## config.mk

```make
export PLATFORM = sky130hd
export DESIGN_NAME = plti_div
export DESIGN_NICKNAME = d
export VERILOG_FILES = /design/src/design/plti_pkg.sv /design/src/design/plti_div.sv
export SDC_FILE = /design/constraint.sdc
export NUM_CORES = 1
export LEC_CHECK = 0
export ABC_AREA = 1
export CORE_MARGIN = 2
export CORE_UTILIZATION = 25
export CTS_CLUSTER_DIAMETER = 30
export CTS_CLUSTER_SIZE = 12
export DETAILED_ROUTE_END_ITERATION = 6
export DONT_BUFFER_PORTS = 1
export PLACE_DENSITY = 0.38
export SYNTH_ARGS = -nofsm -noshare
export SYNTH_HDL_FRONTEND = slang
export SYNTH_SLANG_ARGS = --single-unit
```

## constraint.sdc

```tcl
create_clock -name i_clk -period 6.24 [get_ports i_clk]
set_input_delay 1.872 -clock i_clk [delete_from_list [all_inputs] [get_ports i_clk]]
set_output_delay 1.872 -clock i_clk [all_outputs]
set_load 0.02 [all_outputs]
```

## src/design/plti_pkg.sv

```systemverilog
package plti_pkg;

    // Fixed field widths
    localparam int DATA_W   = 32;
    localparam int FRAC_W   = 16;
    localparam int FUNC_W   = 3;
    localparam int ROW_W    = 6;
    localparam int COL_W    = 3;
    localparam int RIU_W    = 7;
    localparam int APB_W    = 32;
    localparam int PADDR_W  = 3;

    // Default table geometry
    localparam int DEF_ROWS = 64;
    localparam int DEF_COLS = 8;

    // Register index of rows_in_use (paddr[2] selects the register)
    localparam logic [0:0] REG_ROWS_IN_USE = 1'b0;

    // Command codes
    typedef enum logic [FUNC_W-1:0] {
        FUNC_WR_TIME  = 3'd0,
        FUNC_WR_VALUE = 3'd1,
        FUNC_RD_TIME  = 3'd2,
        FUNC_RD_VALUE = 3'd3,
        FUNC_INTERP   = 3'd4
    } t_func;

endpackage

```

## src/design/plti_div.sv

```systemverilog
module plti_div import plti_pkg::*; (
    input  logic              i_clk,
    input  logic              i_rst_n,
    input  logic              i_start,
    input  logic [DATA_W-1:0] i_num,
    input  logic [DATA_W-1:0] i_den,
    output logic              o_done,
    output logic [FRAC_W-1:0] o_quot
);

    localparam int CNT_W = $clog2(FRAC_W);

    logic              r_busy;
    logic              r_done;
    logic [CNT_W-1:0]  r_cnt;
    logic [DATA_W-1:0] r_rem;
    logic [DATA_W-1:0] r_den;
    logic [FRAC_W-1:0] r_quot;

    logic [DATA_W:0]   shifted;
    logic [DATA_W:0]   trial;
    logic              fits;
    logic [DATA_W-1:0] n_rem;

    // One quotient bit per cycle; the numerator stays below the divisor
    always_comb begin
        shifted = {r_rem, 1'b0};
        trial   = shifted - {1'b0, r_den};
        fits    = shifted >= {1'b0, r_den};
        n_rem   = fits ? trial[DATA_W-1:0] : shifted[DATA_W-1:0];
    end

    always_ff @(posedge i_clk) begin
        if (!i_rst_n) begin
            r_busy <= 1'b0;
            r_done <= 1'b0;
            r_cnt  <= '0;
        end else begin
            r_done <= 1'b0;
            if (i_start) begin
                r_busy <= 1'b1;
                r_cnt  <= '0;
                r_rem  <= i_num;
                r_den  <= i_den;
            end else if (r_busy) begin
                r_rem  <= n_rem;
                r_quot <= {r_quot[FRAC_W-2:0], fits};
                r_cnt  <= r_cnt + CNT_W'(1);
                if (r_cnt == CNT_W'(FRAC_W - 1)) begin
                    r_busy <= 1'b0;
                    r_done <= 1'b1;
                end
            end
        end
    end

    assign o_done = r_done;
    assign o_quot = r_quot;

endmodule

```

## Word-level counts from Yosys, hierarchy flattened

Cells that the tools add are included.

- Register bits after elaboration: 86
- Latch bits: 0
- RAM bits: 0
- Bits in read-only memories: 0
- Output and inout port bits: 17
- Word-level logic and storage cells: 26
- Memories kept: 0

- Add/subtract/negate cells: 2
- Multiply operators: 0
- Divide/modulo/power cells: 0
- $lt $le $gt $ge: 1
- Equal/unequal tests: 1
- Shift operators: 0
- Multiplexer cells: 7
- Bitwise gates (word level): 3
- Reduce and logical (&&, ||, !) cells: 6

Operator list:

| cell | number |
|---|---|
| $mux W32 | 3 |
| $ge A33 B32 Y1 | 1 |
| $sub A32 B32 Y32 | 1 |
| $add A4 B1 Y4 const B | 1 |
| $eq A4 B4 Y1 const B | 1 |
| $mux W1 | 4 |
| $reduce_and A2 Y1 | 2 |
| $not A1 Y1 | 3 |
| $reduce_and A3 Y1 | 1 |
| $reduce_or A3 Y1 | 1 |
| $reduce_bool A2 Y1 | 1 |
| $reduce_or A2 Y1 | 1 |

## Depth between registers and ports, before layout

Gate-level depths: netlist of run 1.

- Word-level depth: 4
- Depth in mapped cells: 17
- Depth with buffers taken out: 16

## Worst setup path after synthesis of run 1

Ideal clock, no wire load.

- Path kind: input to register
- Start: input i_start
- End: register r_rem[0], enable pin
- Library setup time: 0.389 ns
- Arrival time: 2.896 ns
- Required time: 5.851 ns
- Setup slack: 2.954 ns
- Stages: 3
- Path buffers: 1
- Cells stage by stage: clkbuf_1 nand2_1 nand2_1

- Cells in the longest elaborated chain, start to end: 2

Ends and longest elaborated chain:

| item | line | text |
|---|---|---|
| from (decl) | plti_div.sv:4 | `input logic i_start,` |
| $reduce_bool A2 Y1 (no line) | -- |  |
| $reduce_and A2 Y1 (no line) | -- |  |
| to (signal assigned) | plti_div.sv:43 | `r_rem <= i_num;` |
| to (signal assigned) | plti_div.sv:46 | `r_rem <= n_rem;` |
| to (decl) | plti_div.sv:16 | `logic [DATA_W-1:0] r_rem;` |

No other way between the ends.
A chain may end at the register's enable or synchronous reset.

## Final worst setup path of run 1

- Start: register r_rem[21]
- End: register r_rem[20], data pin

- Cells in the longest elaborated chain, start to end: 4

Ends and longest elaborated chain:

| item | line | text |
|---|---|---|
| $ge A33 B32 Y1 | plti_div.sv:29 | `fits = shifted >= {1'b0, r_den};` |
| $mux W32 | plti_div.sv:30 | `n_rem = fits ? trial[DATA_W-1:0] : shifted[DATA_W-1:0];` |
| $mux W32 | plti_div.sv:45 | `end else if (r_busy) begin` |
| $mux W32 | plti_div.sv:40 | `if (i_start) begin` |

No other way between the ends. The select of a mux whose other input is x is not followed.

==> results of run 1 <==
[cells in the final DEF (no fill, tap or decap), types with 4 or more instances in the layout]
cell type                   instances
sky130_fd_sc_hd__a21oi_1           22
sky130_fd_sc_hd__and2_1             7
sky130_fd_sc_hd__buf_4              4
sky130_fd_sc_hd__clkbuf_16          9
sky130_fd_sc_hd__dfxtp_1            6
sky130_fd_sc_hd__edfxtp_1          80
sky130_fd_sc_hd__ha_1              33
sky130_fd_sc_hd__inv_1            164
sky130_fd_sc_hd__nand2_1          330
sky130_fd_sc_hd__nand2_2            8
sky130_fd_sc_hd__nand3_1           71
sky130_fd_sc_hd__nand3b_1          25
sky130_fd_sc_hd__nand4_1            8
sky130_fd_sc_hd__nor2_1            44
sky130_fd_sc_hd__nor3_1             5
sky130_fd_sc_hd__o21bai_1           4
sky130_fd_sc_hd__xnor2_1           13
[through the flow]
step	worst slack [ps]	hold WS (ps)	utilization	instances
floorplan	2950	449	-	860
global placement	2910	476	0.269	1172
detailed placement	2890	477	0.269	1172
CTS	3140	486	0.281	1188
global route	2890	501	0.281	1189
finish	3180	484	0.281	1189
[synth_stat cells, types with 4 or more instances]
| cell type | n | area (sq um) |
|---|---|---|
| sky130_fd_sc_hd__inv_1 | 164 | 616 |
| sky130_fd_sc_hd__o21bai_1 | 4 | 30.0 |
| sky130_fd_sc_hd__nor3_1 | 5 | 25.0 |
| sky130_fd_sc_hd__buf_6 | 4 | 45.0 |
| sky130_fd_sc_hd__nand2_2 | 8 | 50.1 |
| sky130_fd_sc_hd__nand3_1 | 71 | 355 |
| sky130_fd_sc_hd__dfxtp_1 | 6 | 120 |
| sky130_fd_sc_hd__and2_1 | 7 | 43.8 |
| sky130_fd_sc_hd__nor2_1 | 44 | 165 |
| sky130_fd_sc_hd__a21oi_1 | 22 | 110 |
| sky130_fd_sc_hd__nand4_1 | 8 | 50.1 |
| sky130_fd_sc_hd__clkbuf_1 | 4 | 15.0 |
| sky130_fd_sc_hd__xnor2_1 | 13 | 114 |
| sky130_fd_sc_hd__nand2_1 | 330 | 1240 |
| sky130_fd_sc_hd__edfxtp_1 | 80 | 2400 |
| sky130_fd_sc_hd__nand3b_1 | 25 | 188 |
| sky130_fd_sc_hd__ha_1 | 33 | 413 |
[kinds of logic after synthesis]
group	count (synthesis)
buffers and inverters	185
AO/OA/AOI/OAI	32
flip-flops	86
adder cells (fa/ha/maj)	34
AND/OR/NAND/NOR	509
XOR/XNOR	14
[metal layers]
layer,vias to the layer above,global-route usage
li1,2677,-
met1,2260,0.202
met3,12,0.0342
met5,-,0
met2,89,0.233
met4,2,0.0350
[tightest hold or removal path, delay by kind of cell, from the launching register on]
kind | cells | cell delay [ps]
flops | 1 | 320
simple gates | 1 | 60
compound gates | 1 | 50
[sequential cells by signal, indices dropped and copies added (netlist names)]
| name | flops |
|---|---|
| r_rem | 32 |
| r_cnt | 4 |
| r_den | 32 |
| o_quot | 16 |
| o_done | 1 |
| r_busy | 1 |
[final cells by class]
class / instances / area [sq um]
Clock inverter: 7 / 75.1
Antenna cell: 1 / 2.50
Clock buffer: 9 / 225
Fill cell: 2726 / 17500
Multi-Input combinational cell: 589 / 2960
Inverter: 169 / 634
Sequential cell: 86 / 2520
Timing Repair Buffer: 4 / 30.0
Tap cell: 324 / 405
[where the power goes]
group / internal [mW] / switching, mW / total, mW
registers: 0.691 / 0.0254 / 0.716
clock network: 0.284 / 0.287 / 0.571
logic: 0.205 / 0.393 / 0.598
[worst paths after layout]
path,start,end,cells after the start
max,r_rem[21],r_rem[20],12
min,r_cnt[1],r_cnt[1],2
max reg2reg,r_rem[21],r_rem[20],12
min reg2reg,r_cnt[1],r_cnt[1],2
==> results.toml, run 1 <==
[floorplanning]
floorplan.core_area_sq_um = 24400
floorplan.initialDensity = 0.255
full_die_area_sq_um = 26200
die_w_microns = 162
num_io_pins = 84
std_cell_rows = 57
chipHeight_microns = 162

[timing]
timing.clock.skew_ps = 16.8
final.min_clock_period_ps = 3060
final_cycle_share = 0.490
grt_setup_unrepaired = "no"
fmax_mhz = 327
final.setup.tns_ps = 0
final-hold-violation-count = 0
timing_max_transition_violations_final = 0
slew_headroom = 0.290
setup_viol = 0
worst_slew_pin_slew_ps = 1060

[worst_setup_path]
timing.critical_path.fanout_max = 33
worst_setup_path_end_kind = "register"
critical_path_arrival_ps = 3290
timing.reg2reg.setup_slack_ps = 3180
worst_endpoint_required_time_ps = 6480
critPathBufInv = 0
crit_path_top_delay_cell = "sky130_fd_sc_hd__nor2_4"
path_cells = "ha_1 > nand2_1 > nand2_1 > a21oi_2 > nand2_1 > nand2_1 > nand2_1 > nor2_4 > nand2_8 > nand2_1 > nand3_1 > nand2_1"
worstSetupStartpointType = "register"
cpPeakStageDelay_ps = 810
crit_path_frequent_cell = "sky130_fd_sc_hd__nand2_1"
type_of_the_setup_path_with_the_least_slack = "reg2reg"
timing.critical_path.max_delay_family = "simple AND/OR/NAND/NOR gates"

[placed_design]
placement.cell_area_sq_um = 6550
gpl.final_weighted_congestion = 0.857
buffer_ports.inserted = 0
place.detailed.hpwl_microns = 13800

[finish]
syn_to_final_growth_pct = 10.2
fin_area_sq_um = 6860
final_nets = 960
drive_above_1_share = 0.0498

[yosys]
synth_top_family_by_area = "simple AND/OR/NAND/NOR gates"
synth.net_count = 961
edff_count_synth = 80
synth.avg_cell_area_sq_um = 7.24
synth_mux_area_frac = 0
synth-adder-area-share = 0.0696
synthCells = 860
yosys_warnings = 0
async_set_reset_flop_share_out_of_synthesis = 0
synthXorXnorAreaFrac = 0.0197
synthFlopType = "sky130_fd_sc_hd__edfxtp_1"
synthesis.area_sq_um = 6220
share_of_the_synthesized_area_in_compound_gates_ao_oa_aoi_oai = 0.0288
sequential_fraction_of_the_synthesis_area = 0.405
library_cells_used_by_synthesis = 34
synthSimpleGateAreaFrac = 0.358
synth_seq_cells = 86

[drt]
dr.max_layer_used = "met5"
drt-pass1-iter-count = 5
vias = 5040
wirelength_microns = 18400
count_of_antenna_violating_nets_left_after_detailed_routing = 0
drc_errors = 0
met2_wirelength_microns = 8110
wirelength_met1_microns = 9350
wl_per_cell_microns = 15.5
vias_per_cell = 4.24
dr_wl_met3_microns = 759
detail_route.iter0.violations = 241

[clock_tree]
cts_buffers = 9
cts_setup_buffers = 0
holdBufCountCts = 0
htree_num_levels = 3
clkSinkCount = 86
insertion_delay_ps = 370
post_cts_resized = 0
cts.root.buffer_cell = "sky130_fd_sc_hd__clkbuf_16"
cts-root-to-sink-buffers = 2
worst_setup_hold_path_clk_slew_ps = 80
cts_tree = "yes"

[status]
outcome = "completed"

[grt]
first_global_vias = 5275
initial_antenna_violation_count = 2
track_usage = 0.146
grt_start_max_net_pins = 36
grt_first_pass_wirelength_microns = 29200
total_congestion_overflow_after_global_routing = 0

[run]
cap_violations = 0

[power]
power-per-cell-area_nw_per_um2 = 275
maximum_vdd_drop_mv = 0.113
finalPower_mw = 1.89
p_leak_nw = 3.39

[worst_hold_path]
timing.hold.worst.class = "reg2reg"
Note: power is estimated with default switching activity, not from simulation.
==> inputs of run 2 (changes only) <==
Settings changed: PLACE_DENSITY 0.38 to 0.4.
Clock period 6.24 ns to 2.7 ns, I/O delays scaled along.
==> run 2 against run 1 <==
  * Non-clock buffer count is 23 higher
  * Sequential power rose by 130%
  * Cell count rose by 1.9%
  * Clock skew grew 5.8 ps
  * Critical endpoint is now r_rem[26]
  * Register-to-register slack worse by 3000 ps
  * Clock power rose by 130%
  * Worst hold slack barely moved
==> results.toml, run 2 (synthesis results as in run 1) <==
[status]
outcome = "completed"

[clock_tree]
cts_tree = "yes"
cts.root.buffer_cell = "sky130_fd_sc_hd__clkbuf_16"
insertion_delay_ps = 360
holdBufCountCts = 0
htree_num_levels = 3
cts_buffers = 9
clkSinkCount = 86
cts-root-to-sink-buffers = 2
worst_setup_hold_path_clk_slew_ps = 80

[worst_setup_path]
path_cells = "ha_4 > nand2_1 > nor2_2 > nand2_2 > nor2_2 > nand2_2 > nor2_4 > nor2_4 > nand2_8 > buf_12 > nand3_1 > nand2_1 > nand2_1"
worst_setup_path_end_kind = "register"
crit_path_frequent_cell = "sky130_fd_sc_hd__nand2_1"
critical_path_arrival_ps = 2620
worst_endpoint_required_time_ps = 2820
cpPeakStageDelay_ps = 530
type_of_the_setup_path_with_the_least_slack = "reg2reg"
timing.critical_path.max_delay_family = "simple AND/OR/NAND/NOR gates"
crit_path_top_delay_cell = "sky130_fd_sc_hd__edfxtp_1"
critPathBufInv = 1
timing.critical_path.fanout_max = 21
worstSetupStartpointType = "register"

[power]
p_leak_nw = 3.52
finalPower_mw = 4.42
power-per-cell-area_nw_per_um2 = 625
maximum_vdd_drop_mv = 0.271

[placed_design]
place.detailed.hpwl_microns = 14500
buffer_ports.inserted = 0
gpl.final_weighted_congestion = 0.872

[finish]
regArea_sq_um = 2520
final_nets = 983
drive_above_1_share = 0.0755
antenna-diode-count = 0
most-common-layout-cells = "sky130_fd_sc_hd__nand2_1, sky130_fd_sc_hd__inv_1, sky130_fd_sc_hd__edfxtp_1, sky130_fd_sc_hd__nand3_1, sky130_fd_sc_hd__nor2_1"
multi_input_area_sq_um = 2970
mostFrequentLayoutCell = "sky130_fd_sc_hd__nand2_1"
syn_to_final_growth_pct = 13.7
fill_cells = 2757

[drt]
count_of_antenna_violating_nets_left_after_detailed_routing = 0
detail_route.iter0.violations = 244
drt-pass1-iter-count = 6
wirelength_microns = 18200
wl_per_cell_microns = 15.1
vias = 5142
vias_per_cell = 4.25
drc_errors = 0

[grt]
initial_antenna_violation_count = 1
first_global_vias = 5365
total_congestion_overflow_after_global_routing = 0
grt_first_pass_wirelength_microns = 29000
track_usage = 0.144
grt_start_max_net_pins = 36

[floorplanning]
num_io_pins = 84
die_w_microns = 162
full_die_area_sq_um = 26200
std_cell_rows = 57
floorplan.initialDensity = 0.255
chipHeight_microns = 162
floorplan.core_area_sq_um = 24400

[timing]
fmax_mhz = 400
setup_viol = 0
timing_max_transition_violations_final = 0
slew_headroom = 0.522
timing.clock.skew_ps = 22.6
final.setup.tns_ps = 0
final-hold-violation-count = 0
final.min_clock_period_ps = 2500
grt_setup_unrepaired = "no"
worst_slew_pin_slew_ps = 717
final_cycle_share = 0.926

[worst_hold_path]
timing.hold.worst.class = "reg2reg"

[run]
cap_violations = 0
[run 2: cell types whose count changed in the layout (fill, tap and decap cells not counted), moves of 2 or more]
cell                       before  now
sky130_fd_sc_hd__buf_4          4   23
sky130_fd_sc_hd__buf_12         0    3
sky130_fd_sc_hd__inv_6          0    3
sky130_fd_sc_hd__clkinv_4       2    0
[run 2: worst min-delay path, stage by stage, from the launching register on]
cell                      delay [ps]
sky130_fd_sc_hd__dfxtp_1         330
sky130_fd_sc_hd__nand2_1          60
sky130_fd_sc_hd__a21oi_1          50
[run 2: path summary, 6_finish.rpt]
check / start / to / slack, ps / cells past startpoint
worst max-delay path: r_rem[17] / r_rem[26] / 200 / 13
worst min-delay path: r_cnt[1] / r_cnt[1] / 480 / 2
worst max register to register: r_rem[17] / r_rem[26] / 200 / 13
worst min register to register: r_cnt[1] / r_cnt[1] / 480 / 2
[run 2: power by group]
| part | internal [mW] | switching (mW) | total, mW |
|---|---|---|---|
| combinational | 0.549 | 0.929 | 1.48 |
| clock | 0.656 | 0.632 | 1.29 |
| sequential | 1.60 | 0.0601 | 1.66 |
| total | 2.80 | 1.62 | 4.42 |
[run 2: layout make-up]
class	instances	share of cell area
Clock inverter	7	0.0103
Tap cell	324	0.0573
Clock buffer	9	0.0318
Sequential cell	86	0.356
Timing Repair Buffer	27	0.0345
Inverter	169	0.0896
Multi-Input combinational cell	589	0.420
[run 2: metrics by stage]
stage	area (sq um)	hold slack, ps	setup slack, ps	util	std cells
6_report	7080	484	200	0.290	1211
5_1_grt	7080	513	40.9	0.290	1211
4_1_cts	7060	488	89.0	0.289	1211
3_5_place_dp	6760	477	114	0.277	1195
3_3_place_gp	6760	476	50.6	0.277	1195
2_1_floorplan	6220	449	476	-	860
[run 2: what timing repair did]
| item | 4_1_cts | 5_1_grt |
|---|---|---|
| gates resized for setup | 0 | 2 |
| setup endpoints to repair | 0 | 10 |
| setup buffers | 0 | 0 |
[run 2: metal layers]
layer | global-route usage | routed length [microns] | up-vias
met5 | 0 | 0 | -
met4 | 0.0314 | 204 | 0
met3 | 0.0365 | 900 | 9
met2 | 0.236 | 8030 | 105
met1 | 0.191 | 9110 | 2305
li1 | - | - | 2723
==> inputs of run 3 (changes only) <==
Settings changed: CTS_BUF_LIST set to sky130_fd_sc_hd__clkbuf_4 sky130_fd_sc_hd__clkbuf_8 sky130_fd_sc_hd__clkbuf_16, PLACE_DENSITY 0.4 to 0.38, TNS_END_PERCENT set to 10.
Clock period 2.7 ns to 2.9 ns, I/O delays scaled along.
==> run 3 against run 2 <==
  * First-iteration DRC count up 2.0%
  * Critical endpoint is now r_rem[20]
  * Critical path depth down 3
  * Wire length up 3.8%
  * Setup slack better by 83 ps
  * Largest cell class unchanged
  * Highest routed layer is now met5
==> results.toml, run 3 (synthesis results as in run 1) <==
[run]
cap_violations = 0

[worst_setup_path]
worst_r2r_startpoint = "r_rem[16]"
r2r.worst_path.cells = 10
critical_path_arrival_ps = 2720
worstSetupStartpointType = "register"
type_of_the_setup_path_with_the_least_slack = "reg2reg"
timing.critical_path.fanout_max = 33
critical_path.reg2reg.endpoint = "r_rem[20]"
worst_setup_path_end_kind = "register"
timing.reg2reg.setup_slack_ps = 280
worst_endpoint_required_time_ps = 3010

[finish]
mostFrequentLayoutCell = "sky130_fd_sc_hd__nand2_1"
syn_to_final_growth_pct = 11.4
final_nets = 971
most-common-layout-cells = "sky130_fd_sc_hd__nand2_1, sky130_fd_sc_hd__inv_1, sky130_fd_sc_hd__edfxtp_1, sky130_fd_sc_hd__nand3_1, sky130_fd_sc_hd__nor2_1"
drive_above_1_share = 0.0617
fill_cells = 2765
antenna-diode-count = 0

[worst_hold_path]
timing.hold.worst.start = "r_cnt[3]"
timing.hold.worst.class = "reg2reg"
worstHoldPathCells = 2
whs_endpoint = "r_cnt[3]"

[timing]
hold_ws_ps = 478
final.setup.tns_ps = 0
final.min_clock_period_ps = 2620
slew_headroom = 0.664
timing.final.ws_setup_ps = 283
final-hold-violation-count = 0
fmax_mhz = 382
timing_max_transition_violations_final = 0
setup_viol = 0
grt_setup_unrepaired = "no"
final_cycle_share = 0.902
timing.clock.skew_ps = 15.5
worst_slew_pin_slew_ps = 504

[clock_tree]
worst_setup_hold_path_clk_slew_ps = 70
cts.root.buffer_cell = "sky130_fd_sc_hd__clkbuf_16"
insertion_delay_ps = 360
holdBufCountCts = 0
cts_setup_buffers = 0
clkSinkCount = 86
cts_buffers = 9
cts-root-to-sink-buffers = 2
htree_num_levels = 3
post_cts_resized = 0
cts_tree = "yes"

[grt]
grt_start_max_net_pins = 36
grt_first_pass_wirelength_microns = 30100
track_usage = 0.151
first_global_vias = 5362
total_congestion_overflow_after_global_routing = 0
initial_antenna_violation_count = 1

[drt]
wl_per_cell_microns = 15.8
count_of_antenna_violating_nets_left_after_detailed_routing = 0
detail_route.iter0.violations = 249
drt-pass1-iter-count = 4
drc_errors = 0
wirelength_microns = 18900
vias = 5147
vias_per_cell = 4.29

[placed_design]
buffer_ports.inserted = 0
gpl.final_weighted_congestion = 0.894
post_place_setup_slack_ps = 284
place.detailed.hpwl_microns = 14800

[power]
power-per-cell-area_nw_per_um2 = 588
p_leak_nw = 3.45
maximum_vdd_drop_mv = 0.353

[floorplanning]
num_io_pins = 84
full_die_area_sq_um = 26200
std_cell_rows = 57
floorplan.initialDensity = 0.255
floorplan.core_area_sq_um = 24400
chipHeight_microns = 162
die_w_microns = 162

[status]
outcome = "completed"
[run 3: cell types whose count changed in the layout (fill, tap and decap cells not counted), sizes merged]
cell / before / now
buf: 27 / 15
[run 3: cell type report]
cell class / instances / area, sq um / area share
inverters: 169 / 634 / 0.0915
clock inverters: 7 / 70.1 / 0.0101
well taps: 324 / 405 / 0.0585
multi-input cells: 589 / 2960 / 0.427
flip-flops and latches: 86 / 2520 / 0.364
repair buffers: 15 / 113 / 0.0162
clock buffers: 9 / 225 / 0.0325
[run 3: worst max path at each step]
stage / from / endpoint / slack (ps) / cells past startpoint
floorplan: i_start / r_rem[0] / 620 / 3
detailed placement: r_rem[16] / r_rem[20] / 280 / 10
finish: r_rem[16] / r_rem[20] / 280 / 10
global route: r_rem[16] / r_rem[20] / 120 / 10
CTS: r_rem[16] / r_rem[20] / 260 / 10
global placement: r_rem[16] / r_rem[20] / 240 / 10
[run 3: where the power goes]
part	total [mW]	internal, mW	switching (mW)
clock	1.21	0.611	0.599
combinational	1.32	0.460	0.858
sequential	1.54	1.49	0.0570
total	4.07	2.56	1.51
[run 3: critical path, stage by stage (launching register included)]
cell and delay, ps:
sky130_fd_sc_hd__edfxtp_1 480, sky130_fd_sc_hd__ha_1 470, sky130_fd_sc_hd__nand2_1 130, sky130_fd_sc_hd__nor2_1 230
sky130_fd_sc_hd__nand2_1 130, sky130_fd_sc_hd__nor3_2 230, sky130_fd_sc_hd__nand2_4 140, sky130_fd_sc_hd__nand2_8 230
sky130_fd_sc_hd__nand2_1 100, sky130_fd_sc_hd__nand3_1 140, sky130_fd_sc_hd__nand2_1 70
[run 3: per-stage QoR]
stage          cell area [sq um]  total power [mW]  utilization  instances
3_5_place_dp                6640              2.91        0.272       1183
3_3_place_gp                6640              2.91        0.272       1183
6_report                    6930              4.07        0.284       1199
4_1_cts                     6930              4.15        0.284       1199
2_1_floorplan               6220              2.56            -        860
5_1_grt                     6930              4.39        0.284       1199
[run 3: per-layer routing]
| metal | global-route usage | up-vias | part of all wire |
|---|---|---|---|
| met5 | 0 | - | 0.00069 |
| met4 | 0.0410 | 2 | 0.018 |
| met3 | 0.0373 | 21 | 0.050 |
| met2 | 0.241 | 110 | 0.44 |
| met1 | 0.203 | 2319 | 0.49 |
| li1 | - | 2695 | - |
